### src/hdl/kmw_pkg.sv
// ----------------------------------------------------------------------------
// Keypad matrix wake controller package
// Key codes, model codes, the result record and the wake code table.
// ----------------------------------------------------------------------------
package kmw_pkg;

  localparam logic [5:0] KeyPower    = 6'h0f;
  localparam logic [5:0] KeySpecialA = 6'h25;
  localparam logic [5:0] KeySpecialB = 6'h35;
  localparam logic [5:0] KeyNoWake   = 6'h0e;
  localparam logic [5:0] WakeKeyLo   = 6'h08;
  localparam logic [5:0] WakeKeyHi   = 6'h0f;

  localparam logic [7:0] PowerMask   = 8'hfe;
  localparam logic [7:0] IoByteA     = 8'h55;
  localparam logic [7:0] IoByteB     = 8'h45;

  localparam int unsigned ResDepthDefault = 2;

  typedef enum logic [1:0] {
    MODEL_FIRST  = 2'd0,
    MODEL_SECOND = 2'd1,
    MODEL_THIRD  = 2'd2,
    MODEL_NONE   = 2'd3
  } model_e;

  typedef struct packed {
    logic [2:0] row_index;
    logic [7:0] row_bits;
    logic       scan_written;
    logic [2:0] scan_row;
    logic [2:0] scan_col;
    logic [7:0] io_key_byte;
    logic       io_key_written;
    logic       power_line;
    logic [3:0] wake_code;
    logic       wake_event;
    logic       asleep;
    logic       warm_reset_request;
  } res_t;

  // One result on its way from the event logic into the result queue.
  typedef struct packed {
    logic valid;
    res_t res;
  } res_beat_t;

  function automatic logic [3:0] wake_code_of(input logic [5:0] key);
    logic [3:0] code;
    case (key)
      6'h09:   code = 4'ha;
      6'h0a:   code = 4'h8;
      6'h0b:   code = 4'h6;
      6'h0c:   code = 4'h4;
      6'h0d:   code = 4'h2;
      default: code = 4'h0;
    endcase
    return code;
  endfunction

endpackage

### src/hdl/kmw_intf.sv
// ----------------------------------------------------------------------------
// Keypad matrix wake controller channels
// Valid/ready channels for key events and for result items.
// ----------------------------------------------------------------------------
interface kmw_key_if;
  logic       valid;
  logic       ready;
  logic [5:0] key_number;
  logic       pressed;

  modport source (output valid, output key_number, output pressed, input ready);
  modport sink   (input valid, input key_number, input pressed, output ready);
endinterface

interface kmw_res_if;
  logic       valid;
  logic       ready;
  logic [2:0] row_index;
  logic [7:0] row_bits;
  logic       scan_written;
  logic [2:0] scan_row;
  logic [2:0] scan_col;
  logic [7:0] io_key_byte;
  logic       io_key_written;
  logic       power_line;
  logic [3:0] wake_code;
  logic       wake_event;
  logic       asleep;
  logic       warm_reset_request;

  modport source (
    output valid, output row_index, output row_bits, output scan_written,
    output scan_row, output scan_col, output io_key_byte, output io_key_written,
    output power_line, output wake_code, output wake_event, output asleep,
    output warm_reset_request, input ready
  );
  modport sink (
    input valid, input row_index, input row_bits, input scan_written,
    input scan_row, input scan_col, input io_key_byte, input io_key_written,
    input power_line, input wake_code, input wake_event, input asleep,
    input warm_reset_request, output ready
  );
endinterface

### src/hdl/kmw_res_fifo.sv
// ----------------------------------------------------------------------------
// Keypad matrix wake controller result queue
// Small first-in first-out buffer that holds finished result items.
// ----------------------------------------------------------------------------
module kmw_res_fifo #(
  parameter int unsigned Depth = kmw_pkg::ResDepthDefault
) (
  input  logic               clk_i,
  input  logic               rst_ni,
  input  kmw_pkg::res_beat_t beat_i,
  output logic               space_o,
  output logic               valid_o,
  output kmw_pkg::res_t      data_o,
  input  logic               ready_i
);
  import kmw_pkg::*;

  localparam int unsigned PtrW = (Depth > 1) ? $clog2(Depth) : 1;
  localparam int unsigned CntW = $clog2(Depth + 1);

  res_t            mem_q [Depth];
  logic [PtrW-1:0] wr_ptr_q, wr_ptr_d;
  logic [PtrW-1:0] rd_ptr_q, rd_ptr_d;
  logic [CntW-1:0] cnt_q, cnt_d;
  logic            push, pop;

  // The producer only pushes when space_o was high.
  assign push    = beat_i.valid;
  assign pop     = valid_o && ready_i;
  assign space_o = (cnt_q != CntW'(Depth));
  assign valid_o = (cnt_q != '0);
  assign data_o  = mem_q[rd_ptr_q];

  always_comb begin
    wr_ptr_d = wr_ptr_q;
    rd_ptr_d = rd_ptr_q;
    cnt_d    = cnt_q;
    if (push) begin
      wr_ptr_d = (wr_ptr_q == PtrW'(Depth - 1)) ? '0 : wr_ptr_q + 1'b1;
    end
    if (pop) begin
      rd_ptr_d = (rd_ptr_q == PtrW'(Depth - 1)) ? '0 : rd_ptr_q + 1'b1;
    end
    case ({push, pop})
      2'b10:   cnt_d = cnt_q + 1'b1;
      2'b01:   cnt_d = cnt_q - 1'b1;
      default: cnt_d = cnt_q;
    endcase
  end

  always_ff @(posedge clk_i or negedge rst_ni) begin
    if (!rst_ni) begin
      wr_ptr_q <= '0;
      rd_ptr_q <= '0;
      cnt_q    <= '0;
    end else begin
      wr_ptr_q <= wr_ptr_d;
      rd_ptr_q <= rd_ptr_d;
      cnt_q    <= cnt_d;
    end
  end

  always_ff @(posedge clk_i) begin
    if (push) begin
      mem_q[wr_ptr_q] <= beat_i.res;
    end
  end

endmodule

### src/hdl/kmw_core.sv
// ----------------------------------------------------------------------------
// Keypad matrix wake controller event logic
// Input register, key state and the single-pass update for one key event.
// ----------------------------------------------------------------------------
module kmw_core (
  input  logic               clk_i,
  input  logic               rst_ni,
  input  logic               cfg_we_i,
  input  logic [1:0]         cfg_wdata_i,
  input  logic               valid_i,
  output logic               ready_o,
  input  logic [5:0]         key_number_i,
  input  logic               pressed_i,
  input  logic               space_i,
  output kmw_pkg::res_beat_t beat_o
);
  import kmw_pkg::*;

  logic       in_v_q, in_v_d;
  logic [5:0] key_q;
  logic       pressed_q;
  logic       accept, advance;

  model_e     model_q;
  logic [7:0] legacy_q [8];
  logic [7:0] legacy_d [8];
  logic       sleep_q, sleep_d;
  logic [3:0] wake_q, wake_d;
  logic [7:0] io_q, io_d;
  logic       pline_q, pline_d;
  res_t       res;

  assign advance = in_v_q && space_i;
  assign ready_o = !in_v_q || space_i;
  assign accept  = valid_i && ready_o;
  assign in_v_d  = accept ? 1'b1 : (advance ? 1'b0 : in_v_q);

  // The scan matrix itself is kept by the consumer; this block reports the
  // cell that each event writes.
  always_comb begin
    logic [2:0] row, col, srow, scol;
    logic [7:0] bits, new_row;
    logic       power, io_wr, wake_ev, warm, scan_wr;

    row     = key_q[2:0];
    col     = key_q[5:3];
    power   = (key_q == KeyPower);
    bits    = power ? PowerMask : (8'd1 << col);
    new_row = pressed_q ? (legacy_q[row] | bits) : (legacy_q[row] & ~bits);

    legacy_d = legacy_q;
    legacy_d[row] = new_row;

    io_d  = io_q;
    io_wr = 1'b0;
    if (!pressed_q) begin
      io_d  = '0;
      io_wr = 1'b1;
    end else if (key_q == KeySpecialA) begin
      io_d  = IoByteA;
      io_wr = 1'b1;
    end else if (key_q == KeySpecialB) begin
      io_d  = IoByteB;
      io_wr = 1'b1;
    end

    sleep_d = sleep_q;
    wake_d  = wake_q;
    wake_ev = 1'b0;
    if (pressed_q && sleep_q) begin
      if ((key_q inside {[WakeKeyLo:WakeKeyHi]}) && (key_q != KeyNoWake)) begin
        wake_d  = wake_code_of(key_q);
        wake_ev = 1'b1;
        sleep_d = 1'b0;
      end
    end else if (pressed_q && power) begin
      sleep_d = 1'b1;
    end

    // On the first model the power key has its own line instead of a cell.
    pline_d = pline_q;
    warm    = 1'b0;
    srow    = '0;
    scol    = '0;
    scan_wr = 1'b0;
    if (power && (model_q == MODEL_FIRST)) begin
      pline_d = !pressed_q;
      warm    = pressed_q;
    end else begin
      scan_wr = 1'b1;
      if (power && (model_q inside {MODEL_SECOND, MODEL_THIRD})) begin
        srow = '0;
        scol = '0;
      end else begin
        srow = row;
        scol = col;
      end
      warm = (model_q inside {MODEL_FIRST, MODEL_SECOND}) && (scol < 3'd2) && pressed_q;
    end

    res.row_index          = row;
    res.row_bits           = new_row;
    res.scan_written       = scan_wr;
    res.scan_row           = srow;
    res.scan_col           = scol;
    res.io_key_byte        = io_d;
    res.io_key_written     = io_wr;
    res.power_line         = pline_d;
    res.wake_code          = wake_d;
    res.wake_event         = wake_ev;
    res.asleep             = sleep_d;
    res.warm_reset_request = warm;
  end

  assign beat_o.valid = advance;
  assign beat_o.res   = res;

  always_ff @(posedge clk_i or negedge rst_ni) begin
    if (!rst_ni) begin
      in_v_q   <= 1'b0;
      model_q  <= MODEL_NONE;
      legacy_q <= '{default: '0};
      sleep_q  <= 1'b0;
      wake_q   <= '0;
      io_q     <= '0;
      pline_q  <= 1'b1;
    end else begin
      in_v_q <= in_v_d;
      if (cfg_we_i) begin
        model_q <= model_e'(cfg_wdata_i);
      end
      if (advance) begin
        legacy_q <= legacy_d;
        sleep_q  <= sleep_d;
        wake_q   <= wake_d;
        io_q     <= io_d;
        pline_q  <= pline_d;
      end
    end
  end

  always_ff @(posedge clk_i) begin
    if (accept) begin
      key_q     <= key_number_i;
      pressed_q <= pressed_i;
    end
  end

endmodule

### src/hdl/keypad_matrix_wake_controller_unit.sv
// ----------------------------------------------------------------------------
// Keypad matrix wake controller
// Tracks key matrix, special-key byte, power line and sleep/wake per event.
// ----------------------------------------------------------------------------
// One key event is accepted in every cycle while key_i.ready is high, and each
// yields one result item: the event is captured in an input register,
// the matrix, sleep and power state are updated in one pass from there, and
// the result lands in a queue of ResDepth items. The rate is set only by the
// consumer: while the queue is full and the input register holds an event,
// key_i.ready is low. The machine model register may be written at any time
// the block is idle and takes effect for the next event.
module keypad_matrix_wake_controller_unit #(
  parameter int unsigned ResDepth = kmw_pkg::ResDepthDefault
) (
  input  logic             clk_i,
  input  logic             rst_ni,
  input  logic             cfg_we_i,
  input  logic [1:0]       cfg_wdata_i,
  kmw_key_if.sink          key_i,
  kmw_res_if.source        res_o
);
  import kmw_pkg::*;

  res_beat_t beat;
  logic      space;
  res_t      head;

  kmw_core u_core (
    .clk_i        (clk_i),
    .rst_ni       (rst_ni),
    .cfg_we_i     (cfg_we_i),
    .cfg_wdata_i  (cfg_wdata_i),
    .valid_i      (key_i.valid),
    .ready_o      (key_i.ready),
    .key_number_i (key_i.key_number),
    .pressed_i    (key_i.pressed),
    .space_i      (space),
    .beat_o       (beat)
  );

  kmw_res_fifo #(
    .Depth (ResDepth)
  ) u_res_fifo (
    .clk_i   (clk_i),
    .rst_ni  (rst_ni),
    .beat_i  (beat),
    .space_o (space),
    .valid_o (res_o.valid),
    .data_o  (head),
    .ready_i (res_o.ready)
  );

  assign res_o.row_index          = head.row_index;
  assign res_o.row_bits           = head.row_bits;
  assign res_o.scan_written       = head.scan_written;
  assign res_o.scan_row           = head.scan_row;
  assign res_o.scan_col           = head.scan_col;
  assign res_o.io_key_byte        = head.io_key_byte;
  assign res_o.io_key_written     = head.io_key_written;
  assign res_o.power_line         = head.power_line;
  assign res_o.wake_code          = head.wake_code;
  assign res_o.wake_event         = head.wake_event;
  assign res_o.asleep             = head.asleep;
  assign res_o.warm_reset_request = head.warm_reset_request;

endmodule

### src/flat_wrapper.sv
// flat-port wrapper written by rule: the top's interface ports become plain ports
module keypad_matrix_wake_controller_unit_flat import kmw_pkg::*;
#(
  parameter int unsigned ResDepth = kmw_pkg::ResDepthDefault
)
  (clk_i, rst_ni, cfg_we_i, cfg_wdata_i, key_i_valid, key_i_key_number, key_i_pressed, key_i_ready, res_o_valid, res_o_row_index, res_o_row_bits, res_o_scan_written, res_o_scan_row, res_o_scan_col, res_o_io_key_byte, res_o_io_key_written, res_o_power_line, res_o_wake_code, res_o_wake_event, res_o_asleep, res_o_warm_reset_request, res_o_ready);
  kmw_key_if key_i_i ();
  kmw_res_if res_o_i ();
  input  logic clk_i;
  input  logic rst_ni;
  input  logic cfg_we_i;
  input  logic [1:0] cfg_wdata_i;
  input wire logic [$bits(key_i_i.valid)-1:0] key_i_valid;
  input wire logic [$bits(key_i_i.key_number)-1:0] key_i_key_number;
  input wire logic [$bits(key_i_i.pressed)-1:0] key_i_pressed;
  output wire logic [$bits(key_i_i.ready)-1:0] key_i_ready;
  output wire logic [$bits(res_o_i.valid)-1:0] res_o_valid;
  output wire logic [$bits(res_o_i.row_index)-1:0] res_o_row_index;
  output wire logic [$bits(res_o_i.row_bits)-1:0] res_o_row_bits;
  output wire logic [$bits(res_o_i.scan_written)-1:0] res_o_scan_written;
  output wire logic [$bits(res_o_i.scan_row)-1:0] res_o_scan_row;
  output wire logic [$bits(res_o_i.scan_col)-1:0] res_o_scan_col;
  output wire logic [$bits(res_o_i.io_key_byte)-1:0] res_o_io_key_byte;
  output wire logic [$bits(res_o_i.io_key_written)-1:0] res_o_io_key_written;
  output wire logic [$bits(res_o_i.power_line)-1:0] res_o_power_line;
  output wire logic [$bits(res_o_i.wake_code)-1:0] res_o_wake_code;
  output wire logic [$bits(res_o_i.wake_event)-1:0] res_o_wake_event;
  output wire logic [$bits(res_o_i.asleep)-1:0] res_o_asleep;
  output wire logic [$bits(res_o_i.warm_reset_request)-1:0] res_o_warm_reset_request;
  input wire logic [$bits(res_o_i.ready)-1:0] res_o_ready;
  assign key_i_i.valid = key_i_valid;
  assign key_i_i.key_number = key_i_key_number;
  assign key_i_i.pressed = key_i_pressed;
  assign key_i_ready = key_i_i.ready;
  assign res_o_valid = res_o_i.valid;
  assign res_o_row_index = res_o_i.row_index;
  assign res_o_row_bits = res_o_i.row_bits;
  assign res_o_scan_written = res_o_i.scan_written;
  assign res_o_scan_row = res_o_i.scan_row;
  assign res_o_scan_col = res_o_i.scan_col;
  assign res_o_io_key_byte = res_o_i.io_key_byte;
  assign res_o_io_key_written = res_o_i.io_key_written;
  assign res_o_power_line = res_o_i.power_line;
  assign res_o_wake_code = res_o_i.wake_code;
  assign res_o_wake_event = res_o_i.wake_event;
  assign res_o_asleep = res_o_i.asleep;
  assign res_o_warm_reset_request = res_o_i.warm_reset_request;
  assign res_o_i.ready = res_o_ready;
  keypad_matrix_wake_controller_unit #(.ResDepth(ResDepth)) u_core (.clk_i(clk_i), .rst_ni(rst_ni), .cfg_we_i(cfg_we_i), .cfg_wdata_i(cfg_wdata_i), .key_i(key_i_i), .res_o(res_o_i));
endmodule
### config.mk
export PLATFORM = sky130hd
export DESIGN_NAME = keypad_matrix_wake_controller_unit_flat
export DESIGN_NICKNAME = d
export VERILOG_FILES = /design/src/hdl/kmw_pkg.sv /design/src/hdl/kmw_intf.sv /design/src/hdl/kmw_res_fifo.sv /design/src/hdl/kmw_core.sv /design/src/hdl/keypad_matrix_wake_controller_unit.sv /design/src/flat_wrapper.sv
export SDC_FILE = /design/constraint.sdc
export NUM_CORES = 1
export LEC_CHECK = 0
export BUFFER_PORTS_ARGS = -buffer_cell sky130_fd_sc_hd__buf_2
export CAP_MARGIN = 20
export CORE_ASPECT_RATIO = 1.25
export CORE_UTILIZATION = 50
export CTS_CLUSTER_SIZE = 28
export DETAILED_ROUTE_END_ITERATION = 7
export GPL_TIMING_DRIVEN = 0
export PLACE_DENSITY_LB_ADDON = 0.12
export RECOVER_POWER = 100
export SLEW_MARGIN = 20
export SYNTH_ARGS = -nofsm -noshare
export SYNTH_HDL_FRONTEND = slang
export SYNTH_SLANG_ARGS = --single-unit
### constraint.sdc
create_clock -name clk_i -period 2.74 [get_ports clk_i]
set_input_delay 0.137 -clock clk_i [delete_from_list [all_inputs] [get_ports clk_i]]
set_output_delay 0.137 -clock clk_i [all_outputs]
set_load 0.02 [all_outputs]
==> results.md <==
- Status: finished, violations left
- Flop2flop setup slack: 0.16 ns
- Routability congestion estimate: 0.8487
- CP max stage delay: 0.55 ns
- Clk pwr share: 26.2%
- CP max FO: 10
- Final net count: 699
- Final Hold Viols: 0
- H-tree levels: 4
- Antenna diodes: 0
- FFs w/ async S/R, synth: a little over half
- Gate Count Post-Synth: 598
- Reg2Reg Depth: 6
- Slew Viols, Final: 28
- Sequential fraction of design power: 39.9%
- Endpoint class of the critical path: flop
- CP max stage cell: edfxtp_1
- Grt ovf: 0
- Post-synth EDFFs: 77
- Post-layout util: 59.12%
- Clk slew on worst S/H paths: approximately 0.06 ns
- Full die area: around 16000 µm²
- Max Clk Rate: 0.3875 GHz
- Fin crit period: approximately 2.6 ns
- Area leader, netlist: edfxtp_1
- DRT Wirelength: 18430 µm
- Pre-CTS setup slack: between 0.2 and 0.25 ns
- Max_slew headroom: -15.61%
- First-pass GRT wire length: about 30000 µm
- Fin crit share: 94.19%
- Die width: 112.9 µm
- Initial antenna violation count: 0
- Syn Nets: between 600 and 700
- CTS Buffer Depth: 2
- Combinational share of power: 33.9%
- Peak supply drop: roughly 0.43 mV
- Register bit total from synthesis: 162
- CTS root buf: clkbuf_16
- Clock sinks: 162
- Initial core utilization: 51.17%
- Synth area leaders: edfxtp_1 30%, dfrtp_1 27%, mux2_2 7.6%, mux2i_1 4.3%, nand2_1 2.2%
- Post-route cell area: slightly below 9000 µm²
- PwrDens: 1106 nW/µm²
- Placed standard-cell area: 8248 µm²
- Final Skew: ~0.0070 ns
- Mapped Area: 7684 µm²
- Core area: 15010 µm²
- Via count: 5335
- Layout cells sized above 1: 20.72%
- DR WL/cell: between 20 and 25 µm
- R2R Path End: u_core.u_res_fifo.mem_q[1][30]$_DFFE_PP_
- Max cap viols: 1
- Yosys warns: 0
- WP data required: 2.89 ns
- Floorplan row count: 50
- Drt pass-1 iters: 5
- Vias per inst: around 6.1
- Setup ws final: approximately 0.16 ns
- Type of the worst setup path: reg -> reg
- RSZ-0062 raised after global routing: false
- CP Launch Point: u_core.u_core.key_q[0]$_DFFE_PP_
- Sequential element share of the synthesized area: 57.82%
- Setup_tns: 0 ns
- Worst r2r src: u_core.u_core.key_q[0]$_DFFE_PP_
- Worst slew pin tran: about 1.7 ns
- Post-synthesis cell type count: 76
- Failing checks: capacitance limit, slew limit
- Data arrival, critical path: 2.73 ns
- Die height: 140.6 µm
- Port Buffers: 50
- Startpoint types: flop
- Vias in the first global route: between 5000 and 6000
- Syn Area/Cell: 12.85 µm²
- NetSw: 0.003461 W
- Remaining DRCs: 0
- CTS buffer count: 17
- Clock Latency Late Sink: 0.43 ns
- Hold Crit Class: in -> reg
- Number of top-level pins: 51
- Pint: 0.006352 W
- Pleak: 3.432 nW
- CP endpoint: u_core.u_res_fifo.mem_q[1][30]$_DFFE_PP_
- Sw Ratio: 35.27%
- DP HPWL: 12830 µm
- Post-DRT Antenna Nets: 0
- Top FF cell, synth: dfrtp_1
- Final setup fails: 0
- CP cell instances: clkbuf_1 > clkbuf_2 > mux2i_1 > a22oi_2 > nand4b_1 > nand2_1
- GRT Util Overall: around a quarter
- CTS tree: built
- DRT iter0 DRCs: 354
- Top cell type's share of synthesized area: approximately 30%
- Area delta synth->final: 15.52%
- Largest net degree at the start of global routing: 59
power by group through the flow:
stage	sequential [W]	combinational (W)	clock (W)
floorplan	0.00385	0.00251	0
global route	0.00400	0.00362	0.00271
global placement	0.00392	0.00329	0
detailed placement	0.00396	0.00346	0
CTS	0.00391	0.00349	0.00263
finish	0.00392	0.00332	0.00257
state kept, by name (all words and copies together), names as in the netlist:
signal and cells:
u_core.u_res_fifo.rd_ptr_q 1, u_core.u_res_fifo.wr_ptr_q 1, u_core.u_core.in_v_q 1, u_core.u_core.model_q 2, u_core.u_core.pressed_q 1, u_core.u_core.sleep_q 1, u_core.u_core.io_q 8, u_core.u_core.key_q 6
u_core.u_core.wake_q 4, u_core.u_core.legacy_q 64, u_core.u_res_fifo.cnt_q 2, u_core.u_core.pline_q 1, u_core.u_res_fifo.mem_q 70
stage by stage:
stage | hold slack [ns] | std cells | total power (W)
2_1_floorplan | -0.1586 | 598 | 0.006354
3_3_place_gp | 0.3157 | 830 | 0.007213
3_5_place_dp | 0.1004 | 833 | 0.007419
4_1_cts | 0.04280 | 877 | 0.01003
5_1_grt | 0.05477 | 877 | 0.01034
6_report | 0.05895 | 877 | 0.009813
synthesized netlist by cell type, drive strengths merged, types with 5 or more instances:
cell type / number
a22o: 5
a22oi: 9
a31oi: 19
and3: 7
buf: 23
clkbuf: 18
dfrtp: 82
edfxtp: 77
inv: 7
mux2: 52
mux2i: 33
nand2: 46
nand2b: 5
nand3: 6
nand4: 27
nor2: 33
nor2b: 13
nor3: 7
o211ai: 24
o21ai: 21
o31ai: 16
worst min-delay path by stage:
stage	from	end	slack, ns	depth (start not counted)
global placement	key_i_key_number[2]	u_core.u_core.key_q[2]$_DFFE_PP_	0.32	1
CTS	res_o_ready	u_core.u_res_fifo.rd_ptr_q$_DFFE_PN0P_	0.04	3
global route	res_o_ready	u_core.u_res_fifo.rd_ptr_q$_DFFE_PN0P_	0.05	3
floorplan	rst_ni	u_core.u_core.in_v_q$_DFFE_PN0P_	-0.16	0
finish	res_o_ready	u_core.u_res_fifo.rd_ptr_q$_DFFE_PN0P_	0.06	3
detailed placement	rst_ni	u_core.u_core.legacy_q[46]$_DFFE_PN0P_	0.10	1
area by class of cell:
cell class                 instances  area, µm²
multi-input combinational        384       2880
timing repair buffer              65      404.1
buffer                            41      240.2
clock buffer                      17      425.4
inverter                          11      41.29
clock inverter                    15      214.0
tap                              182      227.7
fill                            1250       6138
sequential                       162       4443
per-layer routing:
metal / global-route usage [%] / up-vias / share of wire (%)
met5: 0 / - / 0
met3: 5.933 / 44 / 4.1
li1: - / 2460 / -
met4: 10.80 / 0 / 3.0
met1: 30.42 / 2672 / 42
met2: 42.95 / 159 / 51
critical path, delay by kind of cell, from the launching register on:
family / cells / cell delay, ns
AOI/OAI and AO/OA: 1 / 0.10
buffers and inverters: 2 / 0.89
DFF: 1 / 0.55
muxes: 1 / 0.26
and+or+nand+nor: 2 / 0.49
cells by family (layout without fill, tap and decap cells):
family          Yosys count  count (layout)  share of synthesized area [%]
xor+xnor                  6               6                         0.6839
mux                      85              85                          11.92
simple gates            167             167                          12.51
buf+inv                  52             149                          3.859
compound gates          123             123                          12.72
fa+ha+maj                 3               3                         0.4886
flops                   162             162                          57.82
repair_timing:
| item | CTS | global route |
|---|---|---|
| resized for setup | 0 | 0 |
| hold endpoints to repair | 37 | 0 |
| buffers inserted | 0 | 0 |
| hold buffers | 12 | 0 |
cells in the final DEF, fill, tap and decap left out, types with 4 or more instances in the layout:
cell type,count
dfrtp_1,82
edfxtp_1,77
clkbuf_1,55
mux2_2,48
nand2_1,46
mux2i_1,33
nor2_1,31
nand4_1,27
o211ai_1,21
o21ai_0,20
a31oi_1,19
buf_2,17
clkbuf_16,17
o31ai_1,16
nor2b_1,12
dlygate4sd3_1,12
clkbuf_2,10
inv_6,8
inv_1,7
and3_1,7
nand3_1,5
nand2b_1,5
a22o_1,5
a22oi_1,5
nor3_1,5
buf_6,4
clkinv_1,4
a22oi_2,4
a21oi_1,4
mux2_1,4
xnor2_1,4
and4_1,4
bufinv_16,4
Power figures use the tool's default switching activity.
